[config.mk]
export PLATFORM = sky130hd
export DESIGN_NAME = bitstream_to_pixel_unpacker
export DESIGN_NICKNAME = d
export VERILOG_FILES = /design/src/btpu_pkg.sv /design/src/btpu_scaler.sv /design/src/bitstream_to_pixel_unpacker.sv
export VERILOG_INCLUDE_DIRS = /design/src /design/src/src
export SDC_FILE = /design/constraint.sdc
export NUM_CORES = 1
export LEC_CHECK = 0
export ABC_AREA = 0
export BUFFER_PORTS_ARGS = -buffer_cell sky130_fd_sc_hd__buf_2
export CAP_MARGIN = 10
export CORE_ASPECT_RATIO = 1.25
export CORE_MARGIN = 2
export CORE_UTILIZATION = 40
export CTS_CLUSTER_SIZE = 24
export DETAILED_ROUTE_END_ITERATION = 10
export HOLD_SLACK_MARGIN = 0.12
export PLACE_DENSITY = 0.66
export SKIP_CTS_REPAIR_TIMING = 1
export SYNTH_ARGS = -nofsm -noshare
export SYNTH_HDL_FRONTEND = slang
export SYNTH_SLANG_ARGS = --single-unit
[constraint.sdc]
create_clock -name clock -period 9 [get_ports clock]
set_input_delay 1.8 -clock clock [delete_from_list [all_inputs] [get_ports clock]]
set_output_delay 1.8 -clock clock [all_outputs]
set_load 0.05 [all_outputs]
[src/assert_macros.svh]
// ----------------------------------------------------------------------------
// Assertion macros
// Concurrent assertion shorthands shared by the unpacker RTL. With SYNTH
// defined they expand to nothing.
// ----------------------------------------------------------------------------
`ifndef ASSERT_MACROS_SVH
`define ASSERT_MACROS_SVH
`ifndef SYNTH
// Expression holds at every clock edge out of reset.
`define ASSERT_HOLDS(label, clk, rst, expr, msg) \
   label: assert property (@(posedge clk) disable iff (rst) (expr)) else $error(msg);
// Consequent holds in the same cycle as the antecedent.
`define ASSERT_IMPLIES(label, clk, rst, ante, cons, msg) \
   label: assert property (@(posedge clk) disable iff (rst) (ante) |-> (cons)) else $error(msg);
// Consequent holds in the cycle after the antecedent.
`define ASSERT_NEXT(label, clk, rst, ante, cons, msg) \
   label: assert property (@(posedge clk) disable iff (rst) (ante) |=> (cons)) else $error(msg);
`else
`define ASSERT_HOLDS(label, clk, rst, expr, msg)
`define ASSERT_IMPLIES(label, clk, rst, ante, cons, msg)
`define ASSERT_NEXT(label, clk, rst, ante, cons, msg)
`endif
`endif

[src/btpu_pkg.sv]
// ----------------------------------------------------------------------------
// Bitstream unpacker package
// Widths, register indexes, channel order codes, transfer types and helpers
// shared by the unpacker and its scaling unit.
// ----------------------------------------------------------------------------
`default_nettype none

package btpu_pkg;

   // Limits
   localparam int MAX_CHANNEL_BITS = 16;
   localparam int MAX_ROW_WIDTH    = 4096;

   // Field and register widths
   localparam int DATA_W     = 8;
   localparam int PIX_W      = 8;
   localparam int COL_W      = 12;
   localparam int ROW_W      = 13;
   localparam int SKIP_W     = 24;
   localparam int NBITS_W    = 5;
   localparam int ORDER_W    = 3;
   localparam int STORE_W    = 56;
   localparam int HELD_W     = 6;
   localparam int VAL_W      = MAX_CHANNEL_BITS;
   localparam int CSR_IDX_W  = 3;
   localparam int CSR_DATA_W = 24;

   // Register indexes
   localparam logic [CSR_IDX_W-1:0] REG_RED_BITS      = 3'd0;
   localparam logic [CSR_IDX_W-1:0] REG_GREEN_BITS    = 3'd1;
   localparam logic [CSR_IDX_W-1:0] REG_BLUE_BITS     = 3'd2;
   localparam logic [CSR_IDX_W-1:0] REG_GRAY_BITS     = 3'd3;
   localparam logic [CSR_IDX_W-1:0] REG_CHANNEL_ORDER = 3'd4;
   localparam logic [CSR_IDX_W-1:0] REG_ROW_WIDTH     = 3'd5;
   localparam logic [CSR_IDX_W-1:0] REG_SKIP_BYTES    = 3'd6;

   // Channel order codes
   localparam logic [ORDER_W-1:0] ORDER_RGB  = 3'd0;
   localparam logic [ORDER_W-1:0] ORDER_RBG  = 3'd1;
   localparam logic [ORDER_W-1:0] ORDER_GBR  = 3'd2;
   localparam logic [ORDER_W-1:0] ORDER_GRB  = 3'd3;
   localparam logic [ORDER_W-1:0] ORDER_BRG  = 3'd4;
   localparam logic [ORDER_W-1:0] ORDER_BGR  = 3'd5;
   localparam logic [ORDER_W-1:0] ORDER_GRAY = 3'd6;

   // Channel codes
   localparam logic [1:0] CH_RED   = 2'd0;
   localparam logic [1:0] CH_GREEN = 2'd1;
   localparam logic [1:0] CH_BLUE  = 2'd2;

   typedef struct packed {
      logic [DATA_W-1:0] data_byte;
      logic              restart;
   } req_type;

   typedef struct packed {
      logic [PIX_W-1:0] red;
      logic [PIX_W-1:0] green;
      logic [PIX_W-1:0] blue;
      logic [COL_W-1:0] column;
      logic             end_of_row;
      logic             last_of_run;
   } rsp_type;

   // Scaling unit command and status
   typedef struct packed {
      logic               start;
      logic [VAL_W-1:0]   value;
      logic [NBITS_W-1:0] nbits;
   } scl_req_type;

   typedef struct packed {
      logic             busy;
      logic             done;
      logic [PIX_W-1:0] result;
   } scl_sts_type;

   // Mirror a byte so that its bit 0 is read first
   function automatic logic [DATA_W-1:0] rev8(input logic [DATA_W-1:0] b);
      logic [DATA_W-1:0] r;
      for (int i = 0; i < DATA_W; i++) begin
         r[DATA_W-1-i] = b[i];
      end
      return r;
   endfunction

   // All-ones mask of n bits, n from 0 to VAL_W
   function automatic logic [VAL_W-1:0] ones_mask(input logic [NBITS_W-1:0] n);
      logic [VAL_W:0] m;
      m = ((VAL_W+1)'(1) << n) - (VAL_W+1)'(1);
      return m[VAL_W-1:0];
   endfunction

endpackage

`default_nettype wire

[src/btpu_scaler.sv]
// ----------------------------------------------------------------------------
// Field scaling unit
// Scales an n-bit field v to 8 bits as floor(v*255/(2^n-1)) with a restoring
// divider that yields one quotient bit per cycle.
// ----------------------------------------------------------------------------
`default_nettype none

module btpu_scaler
   import btpu_pkg::*;
(
   input  logic        clock,
   input  logic        reset,
   input  scl_req_type scl_req,
   output scl_sts_type scl_sts
);

   logic [VAL_W-1:0]   rem_ff,  rem_in;
   logic [VAL_W-1:0]   div_ff,  div_in;
   logic [PIX_W-1:0]   quo_ff,  quo_in;
   logic [2:0]         cnt_ff,  cnt_in;
   logic               busy_ff, busy_in;
   logic               done_ff, done_in;

   logic [VAL_W+PIX_W-1:0] dividend;
   logic [VAL_W:0]         trial;
   logic [VAL_W:0]         diff;
   logic                   fits;

   // v*255 as (v << 8) - v
   assign dividend = {scl_req.value, {PIX_W{1'b0}}} - {{PIX_W{1'b0}}, scl_req.value};

   // One restoring step: bring down the next dividend bit, subtract if it fits
   assign trial = {rem_ff, quo_ff[PIX_W-1]};
   assign diff  = trial - {1'b0, div_ff};
   assign fits  = (trial >= {1'b0, div_ff});

   always_comb begin
      rem_in  = rem_ff;
      div_in  = div_ff;
      quo_in  = quo_ff;
      cnt_in  = cnt_ff;
      busy_in = busy_ff;
      done_in = 1'b0;
      if (scl_req.start) begin
         // High part is already below the divisor since the quotient fits in 8 bits
         rem_in  = dividend[VAL_W+PIX_W-1:PIX_W];
         quo_in  = dividend[PIX_W-1:0];
         div_in  = ones_mask(scl_req.nbits);
         cnt_in  = 3'd0;
         busy_in = 1'b1;
      end else if (busy_ff) begin
         rem_in = fits ? diff[VAL_W-1:0] : trial[VAL_W-1:0];
         quo_in = {quo_ff[PIX_W-2:0], fits};
         cnt_in = cnt_ff + 3'd1;
         if (cnt_ff == 3'd7) begin
            busy_in = 1'b0;
            done_in = 1'b1;
         end
      end
   end

   always_ff @(posedge clock) begin
      if (reset) begin
         busy_ff <= 1'b0;
         done_ff <= 1'b0;
         cnt_ff  <= 3'd0;
      end else begin
         busy_ff <= busy_in;
         done_ff <= done_in;
         cnt_ff  <= cnt_in;
      end
   end

   // Datapath needs no reset
   always_ff @(posedge clock) begin
      rem_ff <= rem_in;
      div_ff <= div_in;
      quo_ff <= quo_in;
   end

   assign scl_sts.busy   = busy_ff;
   assign scl_sts.done   = done_ff;
   assign scl_sts.result = quo_ff;

endmodule

`default_nettype wire

[src/bitstream_to_pixel_unpacker.sv]
// ----------------------------------------------------------------------------
// Bitstream to pixel unpacker
// Cuts a raw byte stream, bit 0 of each byte first, into packed RGB or gray
// pixels, scales each field to 8 bits and tags pixels with column and
// end-of-row.
//
// Usage:
//   req_* carries one byte per transfer; restart marks the first byte of a
//   new stream and clears the bit store, column and skip count.
//   rsp_* carries one pixel per transfer; last_of_run marks the final pixel
//   produced by a byte. A byte may produce zero to eight pixels.
//   csr_* writes the configuration registers; write only while idle.
// Timing:
//   The block holds req_stall high from acceptance of a byte until its last
//   pixel is loaded into the output register. Each nonzero-width field of a
//   pixel is scaled by the single shared 8-step divider; a zero-width field
//   is written as zero without it.
// Reset: synchronous; registers return to 8/8/8/8 bits, RGB, 256 pixels per
//   row, no skip; the stream state is empty.
// Stall: a pixel waits in the output register while rsp_stall is high; the
//   next pixel is not loaded until that one is taken.
// ----------------------------------------------------------------------------
`default_nettype none
`include "assert_macros.svh"

module bitstream_to_pixel_unpacker
   import btpu_pkg::*;
(
   input  logic                  clock,
   input  logic                  reset,
   // byte input
   input  logic                  req_valid,
   output logic                  req_stall,
   input  req_type               req_data,
   // pixel output
   output logic                  rsp_valid,
   input  logic                  rsp_stall,
   output rsp_type               rsp_data,
   // configuration write
   input  logic                  csr_wr_en,
   input  logic [CSR_IDX_W-1:0]  csr_index,
   input  logic [CSR_DATA_W-1:0] csr_wr_data
);

   // Sequencer states
   localparam logic [2:0] S_IDLE  = 3'd0;
   localparam logic [2:0] S_CHECK = 3'd1;
   localparam logic [2:0] S_FIELD = 3'd2;
   localparam logic [2:0] S_WAIT  = 3'd3;
   localparam logic [2:0] S_EMIT  = 3'd4;

   // Configuration
   logic [NBITS_W-1:0] red_bits_ff, green_bits_ff, blue_bits_ff, gray_bits_ff;
   logic [ORDER_W-1:0] channel_order_ff;
   logic [ROW_W-1:0]   row_width_ff;
   logic [SKIP_W-1:0]  skip_bytes_ff;

   // Stream state
   logic [2:0]         state_ff,   state_in;
   logic [STORE_W-1:0] store_ff,   store_in;
   logic [HELD_W-1:0]  held_ff,    held_in;
   logic [COL_W-1:0]   col_ff,     col_in;
   logic [SKIP_W-1:0]  skipped_ff, skipped_in;
   logic [2:0]         count_ff,   count_in;
   logic [1:0]         slot_ff,    slot_in;
   logic [PIX_W-1:0]   red_ff,     red_in;
   logic [PIX_W-1:0]   green_ff,   green_in;
   logic [PIX_W-1:0]   blue_ff,    blue_in;
   logic               rsp_valid_ff, rsp_valid_in;
   rsp_type            rsp_ff,       rsp_in;

   // Effective configuration
   logic [NBITS_W-1:0] rb_c, gb_c, bb_c, yb_c, rb_e, yb_e;
   logic [ORDER_W-1:0] order_e;
   logic               gray_mode;
   logic [HELD_W-1:0]  bpp;
   logic [ROW_W-1:0]   width_e;

   // Field datapath
   logic [1:0]         cur_chan;
   logic [NBITS_W-1:0] cur_bits;
   logic [HELD_W-1:0]  sh_amt;
   logic [STORE_W-1:0] shifted;
   logic [VAL_W-1:0]   field_val;
   logic               slot_last;
   logic               chan_wr;
   logic [PIX_W-1:0]   chan_val;
   logic               out_free;
   logic               emit_last;
   logic               emit_eor;

   // Start-of-byte values after an optional restart
   logic [STORE_W-1:0] base_store;
   logic [HELD_W-1:0]  base_held;
   logic [COL_W-1:0]   base_col;
   logic [SKIP_W-1:0]  base_skipped;

   scl_req_type scl_req;
   scl_sts_type scl_sts;

   function automatic logic [NBITS_W-1:0] clamp_bits(input logic [NBITS_W-1:0] w);
      return (w > NBITS_W'(MAX_CHANNEL_BITS)) ? NBITS_W'(MAX_CHANNEL_BITS) : w;
   endfunction

   // Channel taken at a given slot of a pixel
   function automatic logic [1:0] slot_chan(input logic [ORDER_W-1:0] order,
                                            input logic [1:0] slot);
      logic [1:0] c0, c1, c2;
      unique case (order)
         ORDER_RBG: begin c0 = CH_RED;   c1 = CH_BLUE;  c2 = CH_GREEN; end
         ORDER_GBR: begin c0 = CH_GREEN; c1 = CH_BLUE;  c2 = CH_RED;   end
         ORDER_GRB: begin c0 = CH_GREEN; c1 = CH_RED;   c2 = CH_BLUE;  end
         ORDER_BRG: begin c0 = CH_BLUE;  c1 = CH_RED;   c2 = CH_GREEN; end
         ORDER_BGR: begin c0 = CH_BLUE;  c1 = CH_GREEN; c2 = CH_RED;   end
         default:   begin c0 = CH_RED;   c1 = CH_GREEN; c2 = CH_BLUE;  end
      endcase
      unique case (slot)
         2'd0:    return c0;
         2'd1:    return c1;
         default: return c2;
      endcase
   endfunction

   // Configuration registers
   always_ff @(posedge clock) begin
      if (reset) begin
         red_bits_ff      <= NBITS_W'(8);
         green_bits_ff    <= NBITS_W'(8);
         blue_bits_ff     <= NBITS_W'(8);
         gray_bits_ff     <= NBITS_W'(8);
         channel_order_ff <= ORDER_RGB;
         row_width_ff     <= ROW_W'(256);
         skip_bytes_ff    <= '0;
      end else if (csr_wr_en) begin
         unique case (csr_index)
            REG_RED_BITS:      red_bits_ff      <= csr_wr_data[NBITS_W-1:0];
            REG_GREEN_BITS:    green_bits_ff    <= csr_wr_data[NBITS_W-1:0];
            REG_BLUE_BITS:     blue_bits_ff     <= csr_wr_data[NBITS_W-1:0];
            REG_GRAY_BITS:     gray_bits_ff     <= csr_wr_data[NBITS_W-1:0];
            REG_CHANNEL_ORDER: channel_order_ff <= csr_wr_data[ORDER_W-1:0];
            REG_ROW_WIDTH:     row_width_ff     <= csr_wr_data[ROW_W-1:0];
            REG_SKIP_BYTES:    skip_bytes_ff    <= csr_wr_data[SKIP_W-1:0];
            default: ;
         endcase
      end
   end

   // Saturate widths, fix up empty formats, the unused order code and the row width
   always_comb begin
      rb_c      = clamp_bits(red_bits_ff);
      gb_c      = clamp_bits(green_bits_ff);
      bb_c      = clamp_bits(blue_bits_ff);
      yb_c      = clamp_bits(gray_bits_ff);
      rb_e      = (rb_c == '0 && gb_c == '0 && bb_c == '0) ? NBITS_W'(1) : rb_c;
      yb_e      = (yb_c == '0) ? NBITS_W'(1) : yb_c;
      order_e   = (channel_order_ff > ORDER_GRAY) ? ORDER_RGB : channel_order_ff;
      gray_mode = (order_e == ORDER_GRAY);
      bpp       = gray_mode ? HELD_W'(yb_e)
                            : HELD_W'(rb_e) + HELD_W'(gb_c) + HELD_W'(bb_c);
      if (row_width_ff == '0) begin
         width_e = ROW_W'(1);
      end else if (row_width_ff > ROW_W'(MAX_ROW_WIDTH)) begin
         width_e = ROW_W'(MAX_ROW_WIDTH);
      end else begin
         width_e = row_width_ff;
      end
   end

   // Select the current field and pull it from the front of the store
   always_comb begin
      cur_chan = slot_chan(order_e, slot_ff);
      if (gray_mode) begin
         cur_bits = yb_e;
      end else begin
         unique case (cur_chan)
            CH_RED:   cur_bits = rb_e;
            CH_GREEN: cur_bits = gb_c;
            default:  cur_bits = bb_c;
         endcase
      end
      sh_amt    = held_ff - HELD_W'(cur_bits);
      shifted   = store_ff >> sh_amt;
      field_val = shifted[VAL_W-1:0] & ones_mask(cur_bits);
      slot_last = gray_mode ? (slot_ff == 2'd0) : (slot_ff == 2'd2);
   end

   // Restart clears the stream state before the byte is taken
   assign base_store   = req_data.restart ? '0 : store_ff;
   assign base_held    = req_data.restart ? '0 : held_ff;
   assign base_col     = req_data.restart ? '0 : col_ff;
   assign base_skipped = req_data.restart ? '0 : skipped_ff;

   assign out_free  = !rsp_valid_ff || !rsp_stall;
   // held_ff already excludes this pixel's bits here
   assign emit_last = (count_ff == 3'd7) || (held_ff < bpp);
   assign emit_eor  = (({1'b0, col_ff} + ROW_W'(1)) >= width_e);

   // Sequencer
   always_comb begin
      state_in     = state_ff;
      store_in     = store_ff;
      held_in      = held_ff;
      col_in       = col_ff;
      skipped_in   = skipped_ff;
      count_in     = count_ff;
      slot_in      = slot_ff;
      rsp_valid_in = rsp_valid_ff;
      rsp_in       = rsp_ff;
      chan_wr      = 1'b0;
      chan_val     = '0;
      scl_req.start = 1'b0;
      scl_req.value = field_val;
      scl_req.nbits = cur_bits;

      // Drop the output once it is taken
      if (rsp_valid_ff && !rsp_stall) begin
         rsp_valid_in = 1'b0;
      end

      unique case (state_ff)
         S_IDLE: begin
            if (req_valid) begin
               store_in = base_store;
               held_in  = base_held;
               col_in   = base_col;
               if (base_skipped < skip_bytes_ff) begin
                  skipped_in = base_skipped + SKIP_W'(1);
               end else begin
                  skipped_in = base_skipped;
                  store_in   = {base_store[STORE_W-DATA_W-1:0], rev8(req_data.data_byte)};
                  held_in    = base_held + HELD_W'(DATA_W);
                  count_in   = 3'd0;
                  state_in   = S_CHECK;
               end
            end
         end
         S_CHECK: begin
            if (held_ff >= bpp) begin
               slot_in  = 2'd0;
               state_in = S_FIELD;
            end else begin
               state_in = S_IDLE;
            end
         end
         S_FIELD: begin
            if (cur_bits == '0) begin
               // Zero-width channel reads as zero
               chan_wr = 1'b1;
               if (slot_last) begin
                  state_in = S_EMIT;
               end else begin
                  slot_in = slot_ff + 2'd1;
               end
            end else begin
               scl_req.start = 1'b1;
               held_in       = held_ff - HELD_W'(cur_bits);
               state_in      = S_WAIT;
            end
         end
         S_WAIT: begin
            if (scl_sts.done) begin
               chan_wr  = 1'b1;
               chan_val = scl_sts.result;
               if (slot_last) begin
                  state_in = S_EMIT;
               end else begin
                  slot_in  = slot_ff + 2'd1;
                  state_in = S_FIELD;
               end
            end
         end
         S_EMIT: begin
            if (out_free) begin
               rsp_valid_in       = 1'b1;
               rsp_in.red         = red_ff;
               rsp_in.green       = green_ff;
               rsp_in.blue        = blue_ff;
               rsp_in.column      = col_ff;
               rsp_in.end_of_row  = emit_eor;
               rsp_in.last_of_run = emit_last;
               col_in   = emit_eor ? '0 : col_ff + COL_W'(1);
               count_in = count_ff + 3'd1;
               slot_in  = 2'd0;
               state_in = emit_last ? S_IDLE : S_FIELD;
            end
         end
         default: begin
            state_in = S_IDLE;
         end
      endcase
   end

   // Channel value update; gray fills all three
   always_comb begin
      red_in   = red_ff;
      green_in = green_ff;
      blue_in  = blue_ff;
      if (chan_wr) begin
         if (gray_mode) begin
            red_in   = chan_val;
            green_in = chan_val;
            blue_in  = chan_val;
         end else begin
            unique case (cur_chan)
               CH_RED:   red_in   = chan_val;
               CH_GREEN: green_in = chan_val;
               default:  blue_in  = chan_val;
            endcase
         end
      end
   end

   always_ff @(posedge clock) begin
      if (reset) begin
         state_ff     <= S_IDLE;
         store_ff     <= '0;
         held_ff      <= '0;
         col_ff       <= '0;
         skipped_ff   <= '0;
         count_ff     <= '0;
         slot_ff      <= '0;
         rsp_valid_ff <= 1'b0;
      end else begin
         state_ff     <= state_in;
         store_ff     <= store_in;
         held_ff      <= held_in;
         col_ff       <= col_in;
         skipped_ff   <= skipped_in;
         count_ff     <= count_in;
         slot_ff      <= slot_in;
         rsp_valid_ff <= rsp_valid_in;
      end
   end

   // Pixel payload needs no reset
   always_ff @(posedge clock) begin
      red_ff   <= red_in;
      green_ff <= green_in;
      blue_ff  <= blue_in;
      rsp_ff   <= rsp_in;
   end

   btpu_scaler u_scaler (
      .clock   (clock),
      .reset   (reset),
      .scl_req (scl_req),
      .scl_sts (scl_sts)
   );

   assign req_stall = (state_ff != S_IDLE);
   assign rsp_valid = rsp_valid_ff;
   assign rsp_data  = rsp_ff;

   // Checks
   `ASSERT_IMPLIES(a_wait_has_scaler, clock, reset, state_ff == S_WAIT, scl_sts.busy || scl_sts.done, "sequencer waits on an idle scaler")
   `ASSERT_IMPLIES(a_load_from_emit, clock, reset, $rose(rsp_valid_ff), $past(state_ff) == S_EMIT, "pixel loaded outside emit")
   `ASSERT_NEXT(a_last_ends_run, clock, reset, state_ff == S_EMIT && out_free && emit_last, state_ff == S_IDLE, "run did not end on its last pixel")
   `ASSERT_HOLDS(a_store_bound, clock, reset, held_ff <= HELD_W'(STORE_W - 1), "bit store overflow")

endmodule

`default_nettype wire

==> results of run 1 <==
## registers in the layout, indices dropped and copies added, names as in the netlist, 2 cells and up
signal            cells
red_ff                8
u_scaler.cnt_ff       3
rsp_data             38
skip_bytes_ff        24
slot_ff               2
row_width_ff         13
blue_ff               8
gray_bits_ff          5
green_bits_ff         5
red_bits_ff           5
count_ff              3
col_ff               12
u_scaler.rem_ff      16
held_ff               6
store_ff             56
state_ff              3
skipped_ff           24
channel_order_ff      3
u_scaler.quo_ff       8
green_ff              8
blue_bits_ff          5
u_scaler.div_ff      16
## cell usage in the layout (no fill, tap or decap), drive strengths merged, types with 8 or more instances in the layout
cell type,netlist,layout
xor2,28,28
xnor2,24,24
a21o,20,20
o211ai,21,21
fa,8,8
a211o,15,15
buf,44,119
nor3,42,42
mux2,19,19
nand4,33,33
o31ai,10,10
ha,87,87
a22o,58,58
nor2b,49,49
and3,16,16
or2,10,10
nor4,10,10
mux4,46,46
o21ai,72,72
clkbuf,71,43
a221oi,8,8
and2,18,18
nand3,58,58
edfxtp,102,102
o21a,19,19
mux2i,63,63
nand2,237,237
a21oi,144,144
dfxtp,172,172
a211oi,35,35
a31oi,17,17
inv,92,93
nor2,129,129
nand2b,35,35
## report_power, final
group	leakage, nW	internal (W)	switching, W
clock network	0.507	0.000760	0.000511
registers	2.37	0.00130	0.0000183
logic	4.68	0.000386	0.000627
## worst max path at each step
stage,from,end,depth (start not counted)
after CTS,slot_ff[1],u_scaler.rem_ff[10],27
after floorplan,slot_ff[0],u_scaler.rem_ff[10],33
final,slot_ff[1],u_scaler.rem_ff[10],27
after detailed placement,slot_ff[0],u_scaler.rem_ff[10],27
after global placement,slot_ff[1],u_scaler.rem_ff[10],27
after global routing,slot_ff[1],u_scaler.rem_ff[10],30
## logic make-up (layout without fill, tap and decap cells)
group,count (synthesis),in the layout,synth area share [%]
AOI/OAI and AO/OA,484,484,19.5
xor gates and xnor gates,52,52,2.59
adders and majority gates,95,95,7.11
buffers and inverters,207,267,4.89
DFF,274,274,37.0
muxes,128,128,10.7
and+or+nand+nor,668,668,18.2
## stage by stage
step,area (µm²),hold WS (ns)
6_report,19600,0.418
5_1_grt,19600,0.435
4_1_cts,19600,0.419
3_5_place_dp,18500,0.405
3_3_place_gp,18500,0.401
2_1_floorplan,17600,0.400
## final cells by class
type / count / area [µm²]
flip-flops and latches: 274 / 6510
clock inverters: 13 / 170
well taps: 565 / 707
clock buffers: 43 / 870
fillers: 4228 / 23600
repair buffers: 119 / 696
multi-input cells: 1427 / 10300
inverters: 92 / 348
## routing by layer
metal	vias to the layer above	global-route usage, %	share of wire (%)
met4	0	8.76	4.3
li1	7098	-	-
met5	-	0	0
met1	7077	26.0	43
met2	435	34.7	48
met3	104	2.35	5.2
## worst register-to-register path: cells and delay by family (launching register included)
| family | cells | cell delay, ns |
|---|---|---|
| muxes | 2 | 1.06 |
| adders and majority gates | 3 | 1.82 |
| and+or+nand+nor | 7 | 1.82 |
| DFF | 1 | 0.32 |
| buffers and inverters | 4 | 0.59 |
| xor gates and xnor gates | 1 | 0.17 |
| AOI/OAI and AO/OA | 10 | 2.20 |
==> results.json, run 1 <==
{
  "status": "complete, no violations",
  "rr_startpoint": "slot_ff[1]",
  "ys_seq_elements": 274,
  "vias_per_cell": 5.81,
  "clkTransAtPathRegs_ns": 0.06,
  "crit_path_max_fanout": 26,
  "die_h_um": 238,
  "grt_pass1_vias": 14200,
  "fin_util_pct": 45.3,
  "firstDrtPassIters": 6,
  "reg2regPathDepth": 27,
  "drt_wl_total_um": 46700,
  "io_buffer_count": 80,
  "min_path_cells": 0,
  "vias": 14700,
  "route.detailed.drc": 0,
  "synth.most_common_cell": "nand2_1",
  "worstMarginPinSlew_ns": 1.17,
  "syn_nets": 2044,
  "total_power_w": 0.00360,
  "slew_viol_final": 0,
  "drt-initial-drc-count": 1034,
  "instances_no_fill": 2533,
  "cts_max_level": 1,
  "synthArstFlopShare_pct": 0,
  "num_antenna_cells": 0,
  "syn_to_final_growth_pct": 11.3,
  "cts_buffer_depth": 3,
  "routabilityCongestion": 0.939,
  "critPathMaxStageDelay_ns": 0.99,
  "fin_nets": 2080,
  "fin_crit_ns": 8.24,
  "rr_endpoint": "u_scaler.rem_ff[10]",
  "die_area_um2": 45600,
  "cts-root-buf": "clkbuf_16",
  "track_usage_pct": 20.4,
  "clk_latency_ns": 0.58,
  "min_from": "blue_ff[3]",
  "antenna_found_initial": 0,
  "fp-row-count": 85,
  "cap_violations": 0,
  "grt_pass1_wl_um": 75500,
  "fin_ws_ns": 0.759,
  "max_freq_mhz": 121,
  "place_hpwl_um": 34800,
  "grt_max_degree": 65,
  "worstSetupPathType": "flop to flop",
  "ant_nets": 0,
  "crit_family": "compound AO/OA/AOI/OAI gates",
  "dp.cells": 2477,
  "critPathLaunchType": "flop",
  "yosysTopAreaCellShare_pct": 19.6,
  "powerDensity_nw_per_um2": 184,
  "syn_area_um2": 17600,
  "post-route-period-util_pct": 91.6,
  "synthTopCellsByCount": "nand2_1, dfxtp_1, a21oi_1, nor2_1, edfxtp_1",
  "cp.arrival_ns": 8.53,
  "finalHoldViolations": 0,
  "vdd_drop_max_uv": 157,
  "synthDistinctLibCells": 91,
  "dp_worst_setup_slack_ns": 0.834,
  "r2r_slack_ns": 0.76,
  "yosys-top-cells-area": "dfxtp_1, edfxtp_1, ha_1, mux4_2, nand2_1",
  "fin_setup_tns_ns": 0,
  "setup_viol": 0,
  "die_w_um": 191,
  "wire_per_inst_um": 18.4,
  "slew_headroom_pct": 22.2,
  "cts_tree": "yes",
  "start_util_pct": 40.7,
  "synth_top_area_cell": "dfxtp_1",
  "clkSinkCount": 274,
  "timing.critical_path.mode_cell": "nor2_1",
  "ioPinCount": 81,
  "hold_path_end": "rsp_data[17]",
  "syn_area_per_cell_um2": 9.21,
  "ys_warn_count": 0,
  "grt_overflow": 0,
  "core_um2": 43200,
  "power_leakage_nw": 7.56,
  "worstPathRequired_ns": 9.29,
  "crit_slowest_cell": "fa_2",
  "synth-edff-count": 102,
  "ys_seq_area_share_pct": 37.0,
  "hp-class": "flop to flop",
  "cts_made_buffers": 30,
  "drive_gt1_share_pct": 14.3,
  "ys.flop_type": "dfxtp_1",
  "crit_buf_inv": 4,
  "rsz0062_at_grt": "false",
  "syn_inst": 1908,
  "finalClockSkew_ns": 0.0241,
  "end_kind": "flop"
}
No activity file was read; power rests on OpenSTA's default activity.
==> run 2: changes to the inputs <==
- CORE_MARGIN: 2 -> not set
==> results.json, run 2 (same netlist as run 1, synthesis figures left out) <==
{
  "die_area_um2": 44800,
  "clkTransAtPathRegs_ns": 0.06,
  "clk_latency_ns": 0.60,
  "power.share.sequential_pct": 36.1,
  "pwr-share-comb_pct": 28.1,
  "fin_crit_ns": 8.32,
  "vias_per_cell": 5.84,
  "final_common_cell": "nand2_1",
  "fp-row-count": 85,
  "grt_overflow": 0,
  "drt_wl_total_um": 46800,
  "fin_nets": 2078,
  "cp.arrival_ns": 8.61,
  "powerDensity_nw_per_um2": 187,
  "post-route-period-util_pct": 92.4,
  "place_hpwl_um": 34500,
  "p_clk_share_pct": 35.8,
  "die_h_um": 236,
  "cts_max_level": 1,
  "ioPinCount": 81,
  "vdd_drop_max_uv": 202,
  "finalHoldViolations": 0,
  "antenna_found_initial": 0,
  "routabilityCongestion": 0.958,
  "critPathLaunchType": "flop",
  "core_um2": 43200,
  "cap_violations": 0,
  "track_usage_pct": 20.7,
  "fin_setup_tns_ns": 0,
  "vias": 14800,
  "intPower_w": 0.00245,
  "p_sw_share_pct": 33.0,
  "fill_cells": 4200,
  "worstMarginPinSlew_ns": 1.12,
  "die_w_um": 189,
  "max_freq_mhz": 120,
  "worstPathRequired_ns": 9.30,
  "mostFrequentLayoutCells": "nand2_1, dfxtp_1, a21oi_1, nor2_1, edfxtp_1",
  "syn_to_final_growth_pct": 11.4,
  "cts_tree": "yes",
  "worst_hold_slack_ns": 0.418,
  "drt-initial-drc-count": 918,
  "grt_pass1_vias": 14000,
  "num_antenna_cells": 0,
  "slew_viol_final": 0,
  "drive_gt1_share_pct": 14.4,
  "clkSinkCount": 274,
  "setup_viol": 0,
  "netSwitchingPower_w": 0.00121,
  "slew_headroom_pct": 25.6,
  "grt_pass1_wl_um": 75700,
  "cts_buffer_depth": 3,
  "cts-root-buf": "clkbuf_16",
  "grt_max_degree": 95,
  "rsz0062_at_grt": "false",
  "end_kind": "flop",
  "start_util_pct": 40.7,
  "finalClockSkew_ns": 0.0253,
  "hp-class": "flop to flop",
  "regMostFlops": "store_ff",
  "route.detailed.drc": 0,
  "ant_nets": 0,
  "firstDrtPassIters": 6,
  "worstSetupPathType": "flop to flop",
  "status": "complete, no violations",
  "wire_per_inst_um": 18.5,
  "power_leakage_nw": 7.55,
  "cts_made_buffers": 31,
  "io_buffer_count": 80,
  "crit_path_max_fanout": 32,
  "largest_reg_flops": 56
}
-- run 2: area by class of cell --
class | instances | area, µm² | share of cell area (%)
tap | 565 | 707 | 3.61
timing repair buffer | 116 | 673 | 3.44
clock inverter | 25 | 274 | 1.40
sequential | 274 | 6510 | 33.3
inverter | 92 | 348 | 1.78
multi-input combinational | 1427 | 10300 | 52.5
clock buffer | 33 | 793 | 4.05
-- run 2: final timing paths --
path                               to  slack, ns  startpoint  cells after the start
hold / removal           rsp_data[32]       0.42   red_ff[2]                      0
setup / recovery  u_scaler.rem_ff[10]       0.68  slot_ff[1]                     27
setup reg to reg  u_scaler.rem_ff[10]       0.68  slot_ff[1]                     27
hold reg to reg          rsp_data[32]       0.42   red_ff[2]                      0
-- run 2: power by group through the flow --
stage	Clock (W)	Combinational [W]	Sequential (W)
detailed placement	0	0.00101	0.00135
global placement	0	0.000995	0.00135
global route	0.00139	0.00110	0.00132
finish	0.00131	0.00103	0.00132
floorplan	0	0.000752	0.00134
CTS	0.00134	0.00101	0.00132
-- run 2: layer usage --
| metal | up-vias | global-route usage (%) | share of wire, % |
|---|---|---|---|
| li1 | 7100 | - | - |
| met1 | 7158 | 26.9 | 43 |
| met2 | 435 | 35.2 | 48 |
| met3 | 98 | 1.82 | 4.7 |
| met4 | 0 | 8.38 | 3.7 |
| met5 | - | 0 | 0 |
-- run 2: through the flow --
stage               utilization, %  instances  worst slack [ns]  power (W)  cell area, µm²
finish                        45.3       2532             0.683    0.00366           19600
global placement              42.8       2474              1.08    0.00234           18500
floorplan                        -       1908              1.85    0.00209           17600
detailed placement            42.8       2474             0.808    0.00236           18500
CTS                           45.3       2532             0.778    0.00367           19600
global route                  45.3       2532            0.0576    0.00381           19600
-- run 2: worst max-delay path, stage by stage (launching register included) --
cell	delay, ns
dfxtp_1	0.31
inv_1	0.10
ha_1	0.51
or3b_2	0.52
a31oi_4	0.24
o311ai_1	0.12
a31oi_2	0.35
or2_1	0.40
inv_4	0.10
fa_2	1.15
buf_4	0.36
o21ai_0	0.15
mux4_2	0.52
nor2_1	0.11
a21oi_1	0.05
a211oi_1	0.64
ha_1	0.39
a21oi_1	0.23
nor2_1	0.06
nor2_1	0.21
nor2b_1	0.08
o21a_1	0.17
o21ai_0	0.19
nor2b_1	0.25
o41ai_4	0.16
a311oi_1	0.34
xor2_1	0.18
a21oi_1	0.09
==> run 3: changes to the inputs <==
- CORE_MARGIN: not set -> 5
==> results.json, run 3 (same netlist as run 1, synthesis figures left out) <==
{
  "status": "complete, no violations",
  "fin_setup_tns_ns": 0,
  "final_common_cell": "nand2_1",
  "p_clk_share_pct": 32.9,
  "cp.arrival_ns": 8.62,
  "critPathMaxStageDelay_ns": 0.77,
  "routabilityCongestion": 1.01,
  "num_antenna_cells": 0,
  "ioPinCount": 81,
  "pwr-share-comb_pct": 29.3,
  "finalClockSkew_ns": 0.0243,
  "rsz0062_at_grt": "false",
  "power_leakage_nw": 7.47,
  "vdd_drop_max_uv": 147,
  "post-route-period-util_pct": 92.7,
  "power.share.sequential_pct": 37.8,
  "route.detailed.drc": 0,
  "largest_reg_flops": 56,
  "netSwitchingPower_w": 0.00115,
  "antenna_found_initial": 0,
  "end_kind": "flop",
  "finalHoldViolations": 0,
  "cts_made_buffers": 29,
  "cap_violations": 0,
  "grt_pass1_wl_um": 77200,
  "worstMarginPinSlew_ns": 1.13,
  "drive_gt1_share_pct": 13.8,
  "place_hpwl_um": 35600,
  "ant_nets": 0,
  "clkSinkCount": 274,
  "clk_latency_ns": 0.57,
  "grt_pass1_vias": 14200,
  "track_usage_pct": 19.3,
  "powerDensity_nw_per_um2": 180,
  "cts_tree": "yes",
  "worstSetupPathType": "flop to flop",
  "grt_max_degree": 97,
  "fp-row-count": 85,
  "fin_util_pct": 44.9,
  "setup_viol": 0,
  "io_buffer_count": 80,
  "die_area_um2": 48200,
  "worstPathRequired_ns": 9.28,
  "vias": 14600,
  "hp-class": "flop to flop",
  "slew_headroom_pct": 24.4,
  "die_w_um": 197,
  "wire_per_inst_um": 18.8,
  "drt_wl_total_um": 47500,
  "intPower_w": 0.00234,
  "slew_viol_final": 0,
  "start_util_pct": 40.6,
  "grt_overflow": 0,
  "drt-initial-drc-count": 1027,
  "cts-root-buf": "clkbuf_16",
  "crit_path_max_fanout": 16,
  "fin_crit_ns": 8.34,
  "vias_per_cell": 5.78,
  "crit_slowest_cell": "a41oi_1",
  "firstDrtPassIters": 5,
  "regMostFlops": "store_ff",
  "syn_to_final_growth_pct": 10.5,
  "mostFrequentLayoutCells": "nand2_1, dfxtp_1, a21oi_1, nor2_1, edfxtp_1",
  "critPathLaunchType": "flop",
  "core_um2": 43300,
  "die_h_um": 244,
  "cts_max_level": 1,
  "p_sw_share_pct": 32.9,
  "cts_buffer_depth": 3,
  "fin_nets": 2075,
  "max_freq_mhz": 120,
  "clkTransAtPathRegs_ns": 0.06
}
-- run 3: cell types whose count changed in the layout (fill, tap and decap cells not counted), sizes merged --
cell and change:
buf -1, bufinv -3, clkbuf +10, clkinv -3
clkinvlp -4, inv -5
-- run 3: through the flow --
stage	hold WS [ns]	instances	power (W)	worst slack, ns	area, µm²
4_1_cts	0.418	2526	0.00350	0.816	19400
6_report	0.416	2526	0.00349	0.660	19400
5_1_grt	0.424	2526	0.00366	0.0243	19400
2_1_floorplan	0.400	1908	0.00209	1.85	17600
3_3_place_gp	0.401	2473	0.00234	1.04	18500
3_5_place_dp	0.405	2473	0.00235	0.843	18500
-- run 3: power by group through the flow --
stage	combinational, W	sequential, W	clock, W
final	0.00102	0.00132	0.00115
after global routing	0.00111	0.00132	0.00123
after CTS	0.00101	0.00132	0.00118
after detailed placement	0.00100	0.00135	0
after global placement	0.000993	0.00134	0
after floorplan	0.000752	0.00134	0
-- run 3: final timing paths --
check        startpoint                   to  slack, ns  depth (start not counted)
max          slot_ff[1]  u_scaler.rem_ff[12]       0.66                         27
min          blue_ff[2]         rsp_data[16]       0.42                          0
max reg2reg  slot_ff[1]  u_scaler.rem_ff[12]       0.66                         27
min reg2reg  blue_ff[2]         rsp_data[16]       0.42                          0
-- run 3: cell type report --
class                           count  area [µm²]
Fill cell                        4141       23900
Multi-Input combinational cell   1427       10300
Sequential cell                   274        6510
Clock buffer                       43         818
Tap cell                          565         707
Timing Repair Buffer              115         678
Inverter                           92         348
Clock inverter                     10        93.8
-- run 3: metal layers --
metal | share of wire [%] | vias to the layer above | GRT usage, % | wire, µm
li1 | - | 7075 | - | -
met1 | 43 | 7017 | 25.3 | 20600
met2 | 48 | 404 | 32.6 | 22600
met3 | 4.9 | 107 | 2.02 | 2310
met4 | 3.9 | 0 | 7.43 | 1870
met5 | 0 | - | 0 | 0
-- run 3: worst max-delay path, delay by kind of cell (launching register included) --
kind | cells | cell delay [ns]
and+or+nand+nor | 8 | 2.03
buffers and inverters | 3 | 0.37
AOI/OAI and AO/OA | 11 | 3.37
muxes | 1 | 0.48
xor gates and xnor gates | 1 | 0.18
DFF | 1 | 0.31
adders and majority gates | 3 | 1.34
